===== config.mk =====
export PLATFORM = sky130hd
export DESIGN_NAME = binary_heap_priority_queue_core_flat
export DESIGN_NICKNAME = d
export VERILOG_FILES = /design/src/hw/rtl/bhpq_pkg.sv /design/src/hw/rtl/bhpq_if.sv /design/src/hw/rtl/binary_heap_priority_queue_core.sv /design/src/flat_wrapper.sv
export SDC_FILE = /design/constraint.sdc
export NUM_CORES = 2
export LEC_CHECK = 0
export ABC_AREA = 0
export BUFFER_PORTS_ARGS = -buffer_cell sky130_fd_sc_hd__buf_4
export CAP_MARGIN = 5
export CORE_MARGIN = 5
export CORE_UTILIZATION = 55
export DETAILED_ROUTE_END_ITERATION = 10
export GPL_ROUTABILITY_DRIVEN = 0
export PLACE_DENSITY = 0.73
export SKIP_LAST_GASP = 1
export SLEW_MARGIN = 20
export SYNTH_ARGS = -nofsm -noshare
export SYNTH_HDL_FRONTEND = slang
export SYNTH_SLANG_ARGS = --single-unit

===== constraint.sdc =====
create_clock -name clk -period 8.5 [get_ports clk]
set_input_delay 0.425 -clock clk [delete_from_list [all_inputs] [get_ports clk]]
set_output_delay 0.425 -clock clk [all_outputs]
set_load 0.005 [all_outputs]

===== src/hw/rtl/bhpq_pkg.sv =====
// ----------------------------------------------------------------------------
// bhpq_pkg
// shared types, operation and status codes and the ordering compare for the
// binary heap priority queue
// ----------------------------------------------------------------------------
package bhpq_pkg;

	localparam int VALUE_W  = 32;
	localparam int COUNT_W  = 7;
	localparam int OP_W     = 2;
	localparam int STATUS_W = 2;

	// operation codes
	localparam logic [OP_W-1:0] OP_INSERT = 2'd0;
	localparam logic [OP_W-1:0] OP_POP    = 2'd1;
	localparam logic [OP_W-1:0] OP_CLEAR  = 2'd2;

	// status codes
	localparam logic [STATUS_W-1:0] ST_OK    = 2'd0;
	localparam logic [STATUS_W-1:0] ST_FULL  = 2'd1;
	localparam logic [STATUS_W-1:0] ST_EMPTY = 2'd2;

	typedef logic signed [VALUE_W-1:0] value_t;

	typedef struct packed {
		logic [OP_W-1:0] operation;
		value_t          value;
	} req_t;

	typedef struct packed {
		value_t              top_value;
		logic [COUNT_W-1:0]  count;
		logic                is_empty;
		logic [STATUS_W-1:0] status;
	} rsp_t;

	// true when a belongs above b: mode 0 smaller on top, mode 1 larger on top
	function automatic logic ranks_above(input logic mode, input value_t a, input value_t b);
		logic res;
		res = mode ? (a > b) : (a < b);
		return res;
	endfunction

endpackage


===== src/hw/rtl/bhpq_if.sv =====
// ----------------------------------------------------------------------------
// bhpq channel interfaces
// valid/ready channels for operation items, result items and the mode write
// ----------------------------------------------------------------------------
interface bhpq_req_if;
	logic            valid;
	logic            ready;
	bhpq_pkg::req_t  data;

	modport source (output valid, output data, input ready);
	modport sink   (input valid, input data, output ready);
endinterface

interface bhpq_rsp_if;
	logic            valid;
	logic            ready;
	bhpq_pkg::rsp_t  data;

	modport source (output valid, output data, input ready);
	modport sink   (input valid, input data, output ready);
endinterface

interface bhpq_cfg_if;
	logic valid;
	logic ready;
	logic order_mode;

	modport source (output valid, output order_mode, input ready);
	modport sink   (input valid, input order_mode, output ready);
endinterface


===== src/hw/rtl/binary_heap_priority_queue_core.sv =====
// insert: the element climbs one level per parent read and compare, stopping at the root
//   or when a compare stops the climb, and is then placed in its hole
// pop: the last element refills the root and descends one level per child read and compare
//   until a leaf or a stopping compare; clear, refused items and last-element pop go
//   straight to done; one item at a time, ready again once the result is loaded;
//   a stalled result holds the block in its done state
// reset clears the element count, mode and handshake state; no clearing pass
// ----------------------------------------------------------------------------
// binary_heap_priority_queue_core
// array-based binary heap with insert/sift-up, pop/sift-down and clear,
// min or max ordering selected by the mode register
// ----------------------------------------------------------------------------
module binary_heap_priority_queue_core #(
	parameter int HEAP_DEPTH = 64
) (
	input  logic        clk,
	input  logic        arst_n,
	bhpq_req_if.sink    req,
	bhpq_rsp_if.source  rsp,
	bhpq_cfg_if.sink    cfg
);

	// address, count and child index widths
	localparam int AW = $clog2(HEAP_DEPTH);
	localparam int CW = $clog2(HEAP_DEPTH + 1);
	localparam int IW = AW + 2;
	localparam int OW = bhpq_pkg::COUNT_W;

	// sequencer states
	localparam logic [3:0] S_IDLE    = 4'd0;
	localparam logic [3:0] S_UP_RD   = 4'd1;
	localparam logic [3:0] S_UP_CMP  = 4'd2;
	localparam logic [3:0] S_POP_GET = 4'd3;
	localparam logic [3:0] S_DN_RD0  = 4'd4;
	localparam logic [3:0] S_DN_RD1  = 4'd5;
	localparam logic [3:0] S_DN_CMP  = 4'd6;
	localparam logic [3:0] S_PLACE   = 4'd7;
	localparam logic [3:0] S_DONE    = 4'd8;

	logic [3:0]                     state_q;
	logic [CW-1:0]                  count_q;
	logic                           order_q;
	logic                           rsp_valid_q;
	bhpq_pkg::rsp_t                 rsp_q;
	logic [bhpq_pkg::STATUS_W-1:0]  status_q;

	// moving element and the hole it travels through
	logic [AW-1:0]                  pos_q;
	bhpq_pkg::value_t               cur_q;
	bhpq_pkg::value_t               lc_q;
	logic                           has_r_q;
	bhpq_pkg::value_t               top_q;

	// heap memory, one write and one registered read per cycle
	bhpq_pkg::value_t               mem [HEAP_DEPTH];
	bhpq_pkg::value_t               rd_data_q;
	logic                           mem_we;
	logic [AW-1:0]                  mem_wa;
	bhpq_pkg::value_t               mem_wd;
	logic                           mem_re;
	logic [AW-1:0]                  mem_ra;

	logic                           req_fire;
	logic                           rsp_free;
	logic [IW-1:0]                  count_x;
	logic [IW-1:0]                  lc_idx;
	logic [IW-1:0]                  rc_idx;
	logic [AW-1:0]                  par_idx;
	logic [CW-1:0]                  last_idx;
	logic                           lc_ok;
	logic                           rc_ok;
	logic                           rc_sel;
	bhpq_pkg::value_t               best_val;
	logic [IW-1:0]                  best_idx;
	logic                           up_move;
	logic                           dn_move;

	// handshakes: items only taken between operations, mode writes always
	assign req.ready = (state_q == S_IDLE);
	assign req_fire  = req.valid && req.ready;
	assign cfg.ready = 1'b1;
	assign rsp.valid = rsp_valid_q;
	assign rsp.data  = rsp_q;
	assign rsp_free  = !rsp_valid_q || rsp.ready;

	// index arithmetic around the hole
	assign count_x  = IW'(count_q);
	assign lc_idx   = IW'({pos_q, 1'b1});
	assign rc_idx   = lc_idx + IW'(1);
	assign par_idx  = AW'((pos_q - AW'(1)) >> 1);
	assign last_idx = count_q - CW'(1);
	assign lc_ok    = lc_idx < count_x;
	assign rc_ok    = rc_idx < count_x;

	// compare logic: child choice feeding the sift-down move decision, and the sift-up move decision
	assign rc_sel   = has_r_q && bhpq_pkg::ranks_above(order_q, rd_data_q, lc_q);
	assign best_val = rc_sel ? rd_data_q : lc_q;
	assign best_idx = rc_sel ? rc_idx : lc_idx;
	assign up_move  = bhpq_pkg::ranks_above(order_q, cur_q, rd_data_q);
	assign dn_move  = bhpq_pkg::ranks_above(order_q, best_val, cur_q);

	// memory port control per state
	always_comb begin
		mem_we = 1'b0;
		mem_wa = pos_q;
		mem_wd = cur_q;
		mem_re = 1'b0;
		mem_ra = par_idx;
		unique case (state_q)
			S_IDLE: begin
				// pop fetches the last element to refill the root
				if (req_fire && req.data.operation == bhpq_pkg::OP_POP && count_q != '0) begin
					mem_re = 1'b1;
					mem_ra = AW'(last_idx);
				end
			end
			S_UP_RD: begin
				if (pos_q != '0) begin
					mem_re = 1'b1;
				end
			end
			S_UP_CMP: begin
				// parent drops into the hole
				if (up_move) begin
					mem_we = 1'b1;
					mem_wd = rd_data_q;
				end
			end
			S_DN_RD0: begin
				if (lc_ok) begin
					mem_re = 1'b1;
					mem_ra = lc_idx[AW-1:0];
				end
			end
			S_DN_RD1: begin
				if (rc_ok) begin
					mem_re = 1'b1;
					mem_ra = rc_idx[AW-1:0];
				end
			end
			S_DN_CMP: begin
				// winning child climbs into the hole
				if (dn_move) begin
					mem_we = 1'b1;
					mem_wd = best_val;
				end
			end
			S_PLACE: begin
				mem_we = 1'b1;
			end
			default: begin
			end
		endcase
	end

	always_ff @(posedge clk) begin
		if (mem_we) begin
			mem[mem_wa] <= mem_wd;
		end
		if (mem_re) begin
			rd_data_q <= mem[mem_ra];
		end
	end

	// sequencer and control state
	always_ff @(posedge clk or negedge arst_n) begin
		if (!arst_n) begin
			state_q     <= S_IDLE;
			count_q     <= '0;
			order_q     <= 1'b0;
			rsp_valid_q <= 1'b0;
		end else begin
			if (cfg.valid && cfg.ready) begin
				order_q <= cfg.order_mode;
			end
			// a new result replaces the one leaving, otherwise the register empties
			if (state_q == S_DONE && rsp_free) begin
				rsp_valid_q <= 1'b1;
			end else if (rsp.ready) begin
				rsp_valid_q <= 1'b0;
			end
			unique case (state_q)
				S_IDLE: begin
					if (req_fire) begin
						unique case (req.data.operation)
							bhpq_pkg::OP_INSERT: begin
								if (count_q == CW'(HEAP_DEPTH)) begin
									state_q <= S_DONE;
								end else begin
									count_q <= count_q + CW'(1);
									state_q <= S_UP_RD;
								end
							end
							bhpq_pkg::OP_POP: begin
								if (count_q == '0) begin
									state_q <= S_DONE;
								end else begin
									count_q <= last_idx;
									// last element gone: nothing to sift
									state_q <= (last_idx == '0) ? S_DONE : S_POP_GET;
								end
							end
							bhpq_pkg::OP_CLEAR: begin
								count_q <= '0;
								state_q <= S_DONE;
							end
							default: begin
								state_q <= S_DONE;
							end
						endcase
					end
				end
				S_UP_RD:   state_q <= (pos_q == '0) ? S_PLACE : S_UP_CMP;
				S_UP_CMP:  state_q <= up_move ? S_UP_RD : S_PLACE;
				S_POP_GET: state_q <= S_DN_RD0;
				S_DN_RD0:  state_q <= lc_ok ? S_DN_RD1 : S_PLACE;
				S_DN_RD1:  state_q <= S_DN_CMP;
				S_DN_CMP:  state_q <= dn_move ? S_DN_RD0 : S_PLACE;
				S_PLACE:   state_q <= S_DONE;
				S_DONE: begin
					// hold the result until the output register is free
					if (rsp_free) begin
						state_q <= S_IDLE;
					end
				end
				default:   state_q <= S_IDLE;
			endcase
		end
	end

	// datapath registers
	always_ff @(posedge clk) begin
		// root copy so the result needs no extra memory read
		if (mem_we && mem_wa == '0) begin
			top_q <= mem_wd;
		end
		unique case (state_q)
			S_IDLE: begin
				if (req_fire) begin
					pos_q <= AW'(count_q);
					cur_q <= req.data.value;
					if (req.data.operation == bhpq_pkg::OP_INSERT && count_q == CW'(HEAP_DEPTH)) begin
						status_q <= bhpq_pkg::ST_FULL;
					end else if (req.data.operation == bhpq_pkg::OP_POP && count_q == '0) begin
						status_q <= bhpq_pkg::ST_EMPTY;
					end else begin
						status_q <= bhpq_pkg::ST_OK;
					end
				end
			end
			S_UP_CMP: begin
				if (up_move) begin
					pos_q <= par_idx;
				end
			end
			S_POP_GET: begin
				cur_q <= rd_data_q;
				pos_q <= '0;
			end
			S_DN_RD1: begin
				lc_q    <= rd_data_q;
				has_r_q <= rc_ok;
			end
			S_DN_CMP: begin
				if (dn_move) begin
					pos_q <= best_idx[AW-1:0];
				end
			end
			S_DONE: begin
				if (rsp_free) begin
					rsp_q.top_value <= (count_q != '0) ? top_q : '0;
					rsp_q.count     <= OW'(count_q);
					rsp_q.is_empty  <= (count_q == '0);
					rsp_q.status    <= status_q;
				end
			end
			default: begin
			end
		endcase
	end

`ifndef NO_ASSERTIONS
	// element count never runs past the heap size
	a_count_bound: assert property (@(posedge clk) disable iff (!arst_n)
		count_q <= CW'(HEAP_DEPTH))
		else $error("element count beyond heap depth");

	// the heap memory is only written while an operation is in progress
	a_no_idle_write: assert property (@(posedge clk) disable iff (!arst_n)
		mem_we |-> (state_q != S_IDLE && state_q != S_DONE))
		else $error("heap write outside an operation");

	// count only moves when an item is taken
	a_count_hold: assert property (@(posedge clk) disable iff (!arst_n)
		(state_q != S_IDLE || !req_fire) |=> $stable(count_q))
		else $error("element count changed without an item");

	// sift-down reads stay inside the live part of the heap
	a_dn_read_live: assert property (@(posedge clk) disable iff (!arst_n)
		(mem_re && (state_q == S_DN_RD0 || state_q == S_DN_RD1)) |-> (IW'(mem_ra) < count_x))
		else $error("sift-down read beyond element count");

	// a finished result never overwrites one still waiting
	a_no_overwrite: assert property (@(posedge clk) disable iff (!arst_n)
		(state_q == S_DONE && rsp_valid_q && !rsp.ready) |=> state_q == S_DONE)
		else $error("result left done state while output register full");
`endif

endmodule

===== src/flat_wrapper.sv =====
// flat-port wrapper written by rule: the top's interface ports become plain ports
module binary_heap_priority_queue_core_flat 
#(
	parameter int HEAP_DEPTH = 64
)
  (clk, arst_n, req_valid, req_data, req_ready, rsp_valid, rsp_data, rsp_ready, cfg_valid, cfg_order_mode, cfg_ready);
  bhpq_req_if req_i ();
  bhpq_rsp_if rsp_i ();
  bhpq_cfg_if cfg_i ();
  input  logic clk;
  input  logic arst_n;
  input wire logic [$bits(req_i.valid)-1:0] req_valid;
  input wire logic [$bits(req_i.data)-1:0] req_data;
  output wire logic [$bits(req_i.ready)-1:0] req_ready;
  output wire logic [$bits(rsp_i.valid)-1:0] rsp_valid;
  output wire logic [$bits(rsp_i.data)-1:0] rsp_data;
  input wire logic [$bits(rsp_i.ready)-1:0] rsp_ready;
  input wire logic [$bits(cfg_i.valid)-1:0] cfg_valid;
  input wire logic [$bits(cfg_i.order_mode)-1:0] cfg_order_mode;
  output wire logic [$bits(cfg_i.ready)-1:0] cfg_ready;
  assign req_i.valid = req_valid;
  assign req_i.data = req_data;
  assign req_ready = req_i.ready;
  assign rsp_valid = rsp_i.valid;
  assign rsp_data = rsp_i.data;
  assign rsp_i.ready = rsp_ready;
  assign cfg_i.valid = cfg_valid;
  assign cfg_i.order_mode = cfg_order_mode;
  assign cfg_ready = cfg_i.ready;
  binary_heap_priority_queue_core #(.HEAP_DEPTH(HEAP_DEPTH)) u_core (.clk(clk), .arst_n(arst_n), .req(req_i), .rsp(rsp_i), .cfg(cfg_i));
endmodule

== Yosys cells after proc, flatten, opt, wreduce, memory -nomap -nowiden ==
Memory sizes are Yosys's and may differ from the RTL's. A register that Yosys moved wholly into a read port is not among the register bits.
Index checks and enable logic that the tools add are counted.

* Bits of input ports: 40
* Register bits: 160
* Memories kept: 1
* Bits in writable memories: 2048

* Eq/ne operators: 17
* Order comparisons: 8
* Muxes and demuxes: 45
* $add $sub $neg: 4
* Reductions and logical operators: 27

{| class="wikitable"
|+ Memory list
! name !! depth !! width !! rd ports !! clocked after Yosys merged registers in !! write ports !! RTL line !! source
|-
| u_core.mem || 64 || 32 || 1 || 1 || 1 || binary_heap_priority_queue_core.sv:55 || <nowiki>bhpq_pkg::value_t mem [HEAP_DEPTH];</nowiki>
|}

{| class="wikitable"
|+ Operator list
! kind !! count
|-
| 32-bit two-way mux || 4
|-
| 32-bit one-hot mux with 2 select lines || 2
|-
| 32-bit greater-than comparator || 3
|-
| 32-bit < comparator || 3
|-
| 6-bit two-way mux || 7
|-
| 4-bit one-hot mux with 9 select lines || 1
|-
| 6-bit one-hot mux with 4 select lines || 1
|-
| 7-bit one-hot mux with 3 select lines || 1
|-
| 4-bit two-way mux || 5
|-
| 6-bit one-hot mux with 3 select lines || 1
|-
| 4-bit by 3-bit == test with 1-bit output (second input constant) || 4
|-
| 7-bit logical NOT || 2
|-
| 7-bit two-way mux || 2
|-
| 1-bit two-way mux || 13
|-
| 7-bit by 1-bit adder with 8-bit output (second input constant) || 1
|-
| 4-bit by 2-bit == test with 1-bit output (second input constant) || 2
|-
| 1-bit logical AND || 8
|-
| 8-bit by 7-bit < comparator with 1-bit output || 1
|-
| 4-bit one-hot mux with 2 select lines || 1
|-
| 2-bit AND reduction || 4
|-
| 7-bit by 1-bit adder with 7-bit output (second input constant) || 1
|-
| 7-bit == test (second input constant) || 1
|-
| 7-bit < comparator || 1
|-
| 7-bit nonzero test || 1
|-
| other kinds (23) || 31
|}

== Longest topological paths before layout ==
* Depth after elaboration: 10
* Gate-level depth with buffers: 27
* Mapped depth without buffers: 23

== Least setup slack after synthesis ==
No wires, ideal clock.

* Path kind: reg2reg
* Start point: reg u_core.rd_data_q[14], read port of u_core.mem
* End point: mem u_core.mem[53][0] in the netlist's numbering (enable)
* Arrival time: 8.277 ns
* Clock period less this slack: 8.779 ns
* Path slack: -0.279 ns
* Cell stages (with the launch flop): 26
* Path buffers: 4
* Cells stage by stage: edfxtp_1 ha_1 nand3_1 or3_1 or2_2 o2111a_1 o21ai_0 mux2_2 nand2_1 buf_1 clkbuf_1 nand2_1 o21ai_0 ha_1 a21o_1 a21o_1 a21oi_1 nor2_1 a2111oi_0 o211ai_1 nor2_1 xor2_1 a221oi_1 clkbuf_1 clkbuf_1 nor4_1

* Longest elaborated chain between the ends: 10
* Elaborated cells between the ends (all ways): 16
* Those cells by class: order compare (6); mux (9); reduce/logical (1)

{| class="wikitable"
|+ RTL lines
! element !! RTL line !! source
|-
| from (decl) || binary_heap_priority_queue_core.sv:56 || <nowiki>bhpq_pkg::value_t rd_data_q;</nowiki>
|-
| 32-bit < comparator or 32-bit greater-than comparator (tied branches) || bhpq_pkg.sv:40 || <nowiki>res = mode ? (a > b) : (a < b);</nowiki>
|-
| 1-bit two-way mux || bhpq_pkg.sv:40 ||
|-
| 1-bit logical AND || binary_heap_priority_queue_core.sv:96 || <nowiki>assign rc_sel = has_r_q && bhpq_pkg::ranks_above(order_q, rd_data_q, lc_q);</nowiki>
|-
| 32-bit two-way mux || binary_heap_priority_queue_core.sv:97 || <nowiki>assign best_val = rc_sel ? rd_data_q : lc_q;</nowiki>
|-
| 32-bit < comparator or 32-bit greater-than comparator (tied branches) || bhpq_pkg.sv:40 ||
|-
| 1-bit two-way mux || bhpq_pkg.sv:40 ||
|-
| 1-bit two-way mux || binary_heap_priority_queue_core.sv:143 || <nowiki>if (dn_move) begin</nowiki>
|-
| 1-bit one-hot mux with 3 select lines * || binary_heap_priority_queue_core.sv:109 || <nowiki>unique case (state_q)</nowiki>
|-
| 1-bit two-way mux * || binary_heap_priority_queue_core.sv:157 || <nowiki>if (mem_we) begin</nowiki>
|-
| 1-bit two-way mux (not written as such) * || binary_heap_priority_queue_core.sv:158 || <nowiki>mem[mem_wa] <= mem_wd;</nowiki>
|-
| to (decl) || binary_heap_priority_queue_core.sv:55 ||
|}

Every way passes the cells marked *; elsewhere a longest branch is shown, timed or not.

== Worst setup path after layout ==
* Start point: reg u_core.rd_data_q[15], read port of u_core.mem
* End point: mem u_core.mem[43][17] in the netlist's numbering, data pin

* Longest elaborated chain between the ends: 8
* Elaborated cells between the ends (all ways): 14
* Those cells by class: order compare (6); mux (7); reduce/logical (1)

{| class="wikitable"
|+ RTL lines
! element !! RTL line !! source
|-
| 32-bit < comparator or 32-bit greater-than comparator (tied branches) || bhpq_pkg.sv:40 ||
|-
| 1-bit two-way mux || bhpq_pkg.sv:40 ||
|-
| 1-bit logical AND || binary_heap_priority_queue_core.sv:96 ||
|-
| 32-bit two-way mux || binary_heap_priority_queue_core.sv:97 ||
|-
| 32-bit < comparator or 32-bit greater-than comparator (tied branches) || bhpq_pkg.sv:40 ||
|-
| 1-bit two-way mux || bhpq_pkg.sv:40 ||
|-
| 32-bit two-way mux || binary_heap_priority_queue_core.sv:143 ||
|-
| 32-bit one-hot mux with 2 select lines * || binary_heap_priority_queue_core.sv:109 ||
|-
| net u_core.mem_wd[17] || binary_heap_priority_queue_core.sv:59 || <nowiki>bhpq_pkg::value_t mem_wd;</nowiki>
|}

The timed path passes the listed nets; every way through them passes the cells marked *.

==> results.sh <==
export IMPL_outcome="complete, no violations"
export IMPL_clockBufferDepth=3
export IMPL_cp_arrival_ns=8.50
export IMPL_drc=0
export IMPL_layout_commonest_cell="edfxtp_1"
export IMPL_clkTransAtPathRegs_ns=0.06
export IMPL_min_period_ns=7.92
export IMPL_async_flop_share=0.00580
export IMPL_coreArea_mm2=0.169
export IMPL_grt_pass1_vias=57400
export IMPL_grt_pass1_wl_mm=391
export IMPL_mostFrequentLayoutCells="2227 x edfxtp_1, 483 x mux2i_1, 454 x nand2_1"
export IMPL_worstHoldPathType="in2reg"
export IMPL_syn_cell_area_mm2=0.0937
export IMPL_max_freq_mhz=126
export IMPL_multiInputGateArea_mm2=0.0249
export IMPL_maxSlewViolCount=0
export IMPL_skew_ns=0.0398
export IMPL_required_ns=9.08
export IMPL_grt_max_degree=158
export IMPL_worst_setup_path_start_kind="register"
export IMPL_ys_seq_area_frac=0.717
export IMPL_path_class="reg2reg"
export IMPL_dr_first_iter_drc_count=8702
export IMPL_nFillCells=11800
export IMPL_ctsResizeCount=0
export IMPL_antenna_left=0
export IMPL_dp_hpwl_mm=157
export IMPL_setup_violations=0
export IMPL_fp_dieW_um=423
export IMPL_syn_nets=6483
export IMPL_std_cell_rows=151
export IMPL_drt_total_wl_mm=270
export IMPL_clkLatencyLatePin_ns=0.86
export IMPL_finalCritPeriodShare=0.932
export IMPL_slew_headroom=0.148
export IMPL_rsz0062_at_grt="no"
export IMPL_end_kind="register"
export IMPL_finalHoldViolCount=0
export IMPL_cts_root_buf="clkbuf_16"
export IMPL_ys_ff_latch=2240
export IMPL_crit_path_frequent_cell="o21ai_0"
export IMPL_slowest_delay_ns=0.87
export IMPL_maxCapViolCount=0
export IMPL_grt_use_total=0.295
export IMPL_worstMarginPinSlew_ns=1.27
export IMPL_start_util=0.553
export IMPL_io_pins=85
export IMPL_yosys_warnings=0
export IMPL_vias_per_cell=6.81
export IMPL_die_y_um=423
export IMPL_postLayoutCoreUtil=0.624
export IMPL_drt_pass1_iter_count=6
export IMPL_htree_levels=4
export IMPL_drive_gt1_frac=0.130
export IMPL_area_growth_pct=12.9
export IMPL_synth_cell_types=74
export IMPL_regArea_mm2=0.0672
export IMPL_routed_via_count=60300
export IMPL_cts_tree="yes"
export IMPL_postCtsSetupRepairBufs=0
export IMPL_antenna_found_initial=8
export IMPL_cts_sinks=2240
export IMPL_wl_per_cell_um=30.5
export IMPL_crit_fanout=40
export IMPL_ys_flop_type="edfxtp_1"
export IMPL_nets=6611
export IMPL_grt_ovfl_total=0
export IMPL_synth_area_per_cell_um2=14.8
export IMPL_synthCells=6327
export IMPL_worstPathCellList="ha_1 > nand3_1 > or3_1 > nor2_1 > o21ai_0 > o2111a_1 > o21ai_0 > mux2_2 > nand2_2 > nand2_1 > o21ai_0 > ha_1 > a21o_1 > a21o_1 > a21oi_1 > nor2_1 > a2111oi_0 > o211ai_1 > or4_1 > nand2_1 > nor2b_2 > a221o_2 > buf_4"
export IMPL_synth_edf_count=2227
export IMPL_place_port_buffers=83
export IMPL_cts_buffers=214
export IMPL_slowest_stage="a221o_2"
export IMPL_die_area_mm2=0.179
-- worst paths after layout --
path | endpoint | slack, ns | start | cells after the start
setup reg to reg | u_core.mem[43][17] | 0.58 | u_core.rd_data_q[15] | 23
max in group asynchronous | u_core.state_q[3] | 7.36 | arst_n | 3
hold reg to reg | u_core.rsp.data[1] | 0.42 | u_core.status_q[1] | 0
min in group asynchronous | u_core.count_q[2] | 0.71 | arst_n | 3
hold / removal | u_core.state_q[0] | 0.09 | req_valid | 3
setup / recovery | u_core.mem[43][17] | 0.58 | u_core.rd_data_q[15] | 23
-- cell families (layout without fill, tap and decap cells) --
family                     Yosys count  in the layout  share of synthesized area
muxes                              519            519                     0.0559
and+or+nand+nor                   1241           1241                     0.0662
buffers and inverters              600            908                     0.0262
adders and majority gates          116            116                     0.0155
AOI/OAI and AO/OA                 1592           1592                      0.117
xor gates and xnor gates            18             18                    0.00168
DFF                               2240           2240                      0.717
other                                1             10                  0.0000400
-- Yosys cell counts (66+ instances only) --
| library cell | number | area share |
|---|---|---|
| ha_1 | 116 | 0.015 |
| a211o_1 | 133 | 0.012 |
| mux2i_1 | 483 | 0.052 |
| edfxtp_1 | 2227 | 0.71 |
| clkbuf_1 | 341 | 0.014 |
| inv_1 | 112 | 0.0045 |
| a21oi_1 | 171 | 0.0091 |
| o21ai_0 | 318 | 0.017 |
| o22ai_1 | 196 | 0.013 |
| and3_1 | 100 | 0.0067 |
| a22oi_1 | 66 | 0.0053 |
| buf_2 | 104 | 0.0056 |
| nand2_1 | 459 | 0.018 |
| o211ai_1 | 167 | 0.013 |
| a21boi_0 | 98 | 0.0079 |
| a21o_1 | 159 | 0.013 |
| nor4_1 | 197 | 0.013 |
| nand3_1 | 272 | 0.015 |
| o2111ai_1 | 161 | 0.015 |
-- critical path, delay by kind of cell, from the launching register on --
kind,cells,cell delay [ns]
AO/OA/AOI/OAI,10,2.85
adder cells (fa/ha/maj),2,0.67
buffers and inverters,1,0.54
flip-flops,1,0.51
multiplexers,1,0.40
AND/OR/NAND/NOR,9,2.63
-- per-layer routing --
metal / vias to the layer above / share of wire / global-route usage / wire length [um]
met2: 4190 / 0.43 / 0.418 / 116000
met3: 556 / 0.13 / 0.0691 / 33900
li1: 25400 / - / - / -
met4: 2 / 0.065 / 0.171 / 17700
met5: - / 0.000063 / 0 / 17
met1: 30200 / 0.38 / 0.422 / 103000
-- what timing repair did --
item | 4_1_cts | 5_1_grt
endpoints found under the hold margin | 48 | 0
hold buffers | 37 | 0
setup endpoints to repair | 0 | 0
-- layout make-up --
cell class	instances	share of cell area
flip-flops and latches	2240	0.635
repair buffers	398	0.0342
well taps	2218	0.0262
clock buffers	263	0.0525
multi-input cells	3487	0.235
diodes	9	0.000213
inverters	114	0.00406
clock inverters	133	0.0128
-- through the flow --
| stage | cells | setup TNS, ns | area (um2) | worst slack (ns) | hold slack [ns] |
|---|---|---|---|---|---|
| global placement | 8419 | 0 | 98500 | 1.01 | 0.287 |
| CTS | 8852 | 0 | 106000 | 0.741 | 0.0258 |
| detailed placement | 8419 | 0 | 98500 | 0.806 | 0.289 |
| finish | 8862 | 0 | 106000 | 0.582 | 0.0855 |
| floorplan | 6327 | -336.00 | 93800 | -0.279 | 0.129 |
| global route | 8854 | 0 | 106000 | 0.230 | 0.0912 |
-- sequential cells by signal (all words and copies together), names as in the netlist --
register          flops
u_core.lc_q          32
u_core.rd_data_q     32
u_core.rsp.data      42
u_core.has_r_q        1
u_core.status_q       2
u_core.cur_q         32
u_core.order_q        1
u_core.rsp.valid      1
u_core.state_q        4
u_core.mem_wa         6
u_core.count_q        7
u_core.mem         2048
u_core.top_q         32
Power is not shown: default switching activity piles up to over one toggle a cycle in this logic, so the estimate is an artifact.
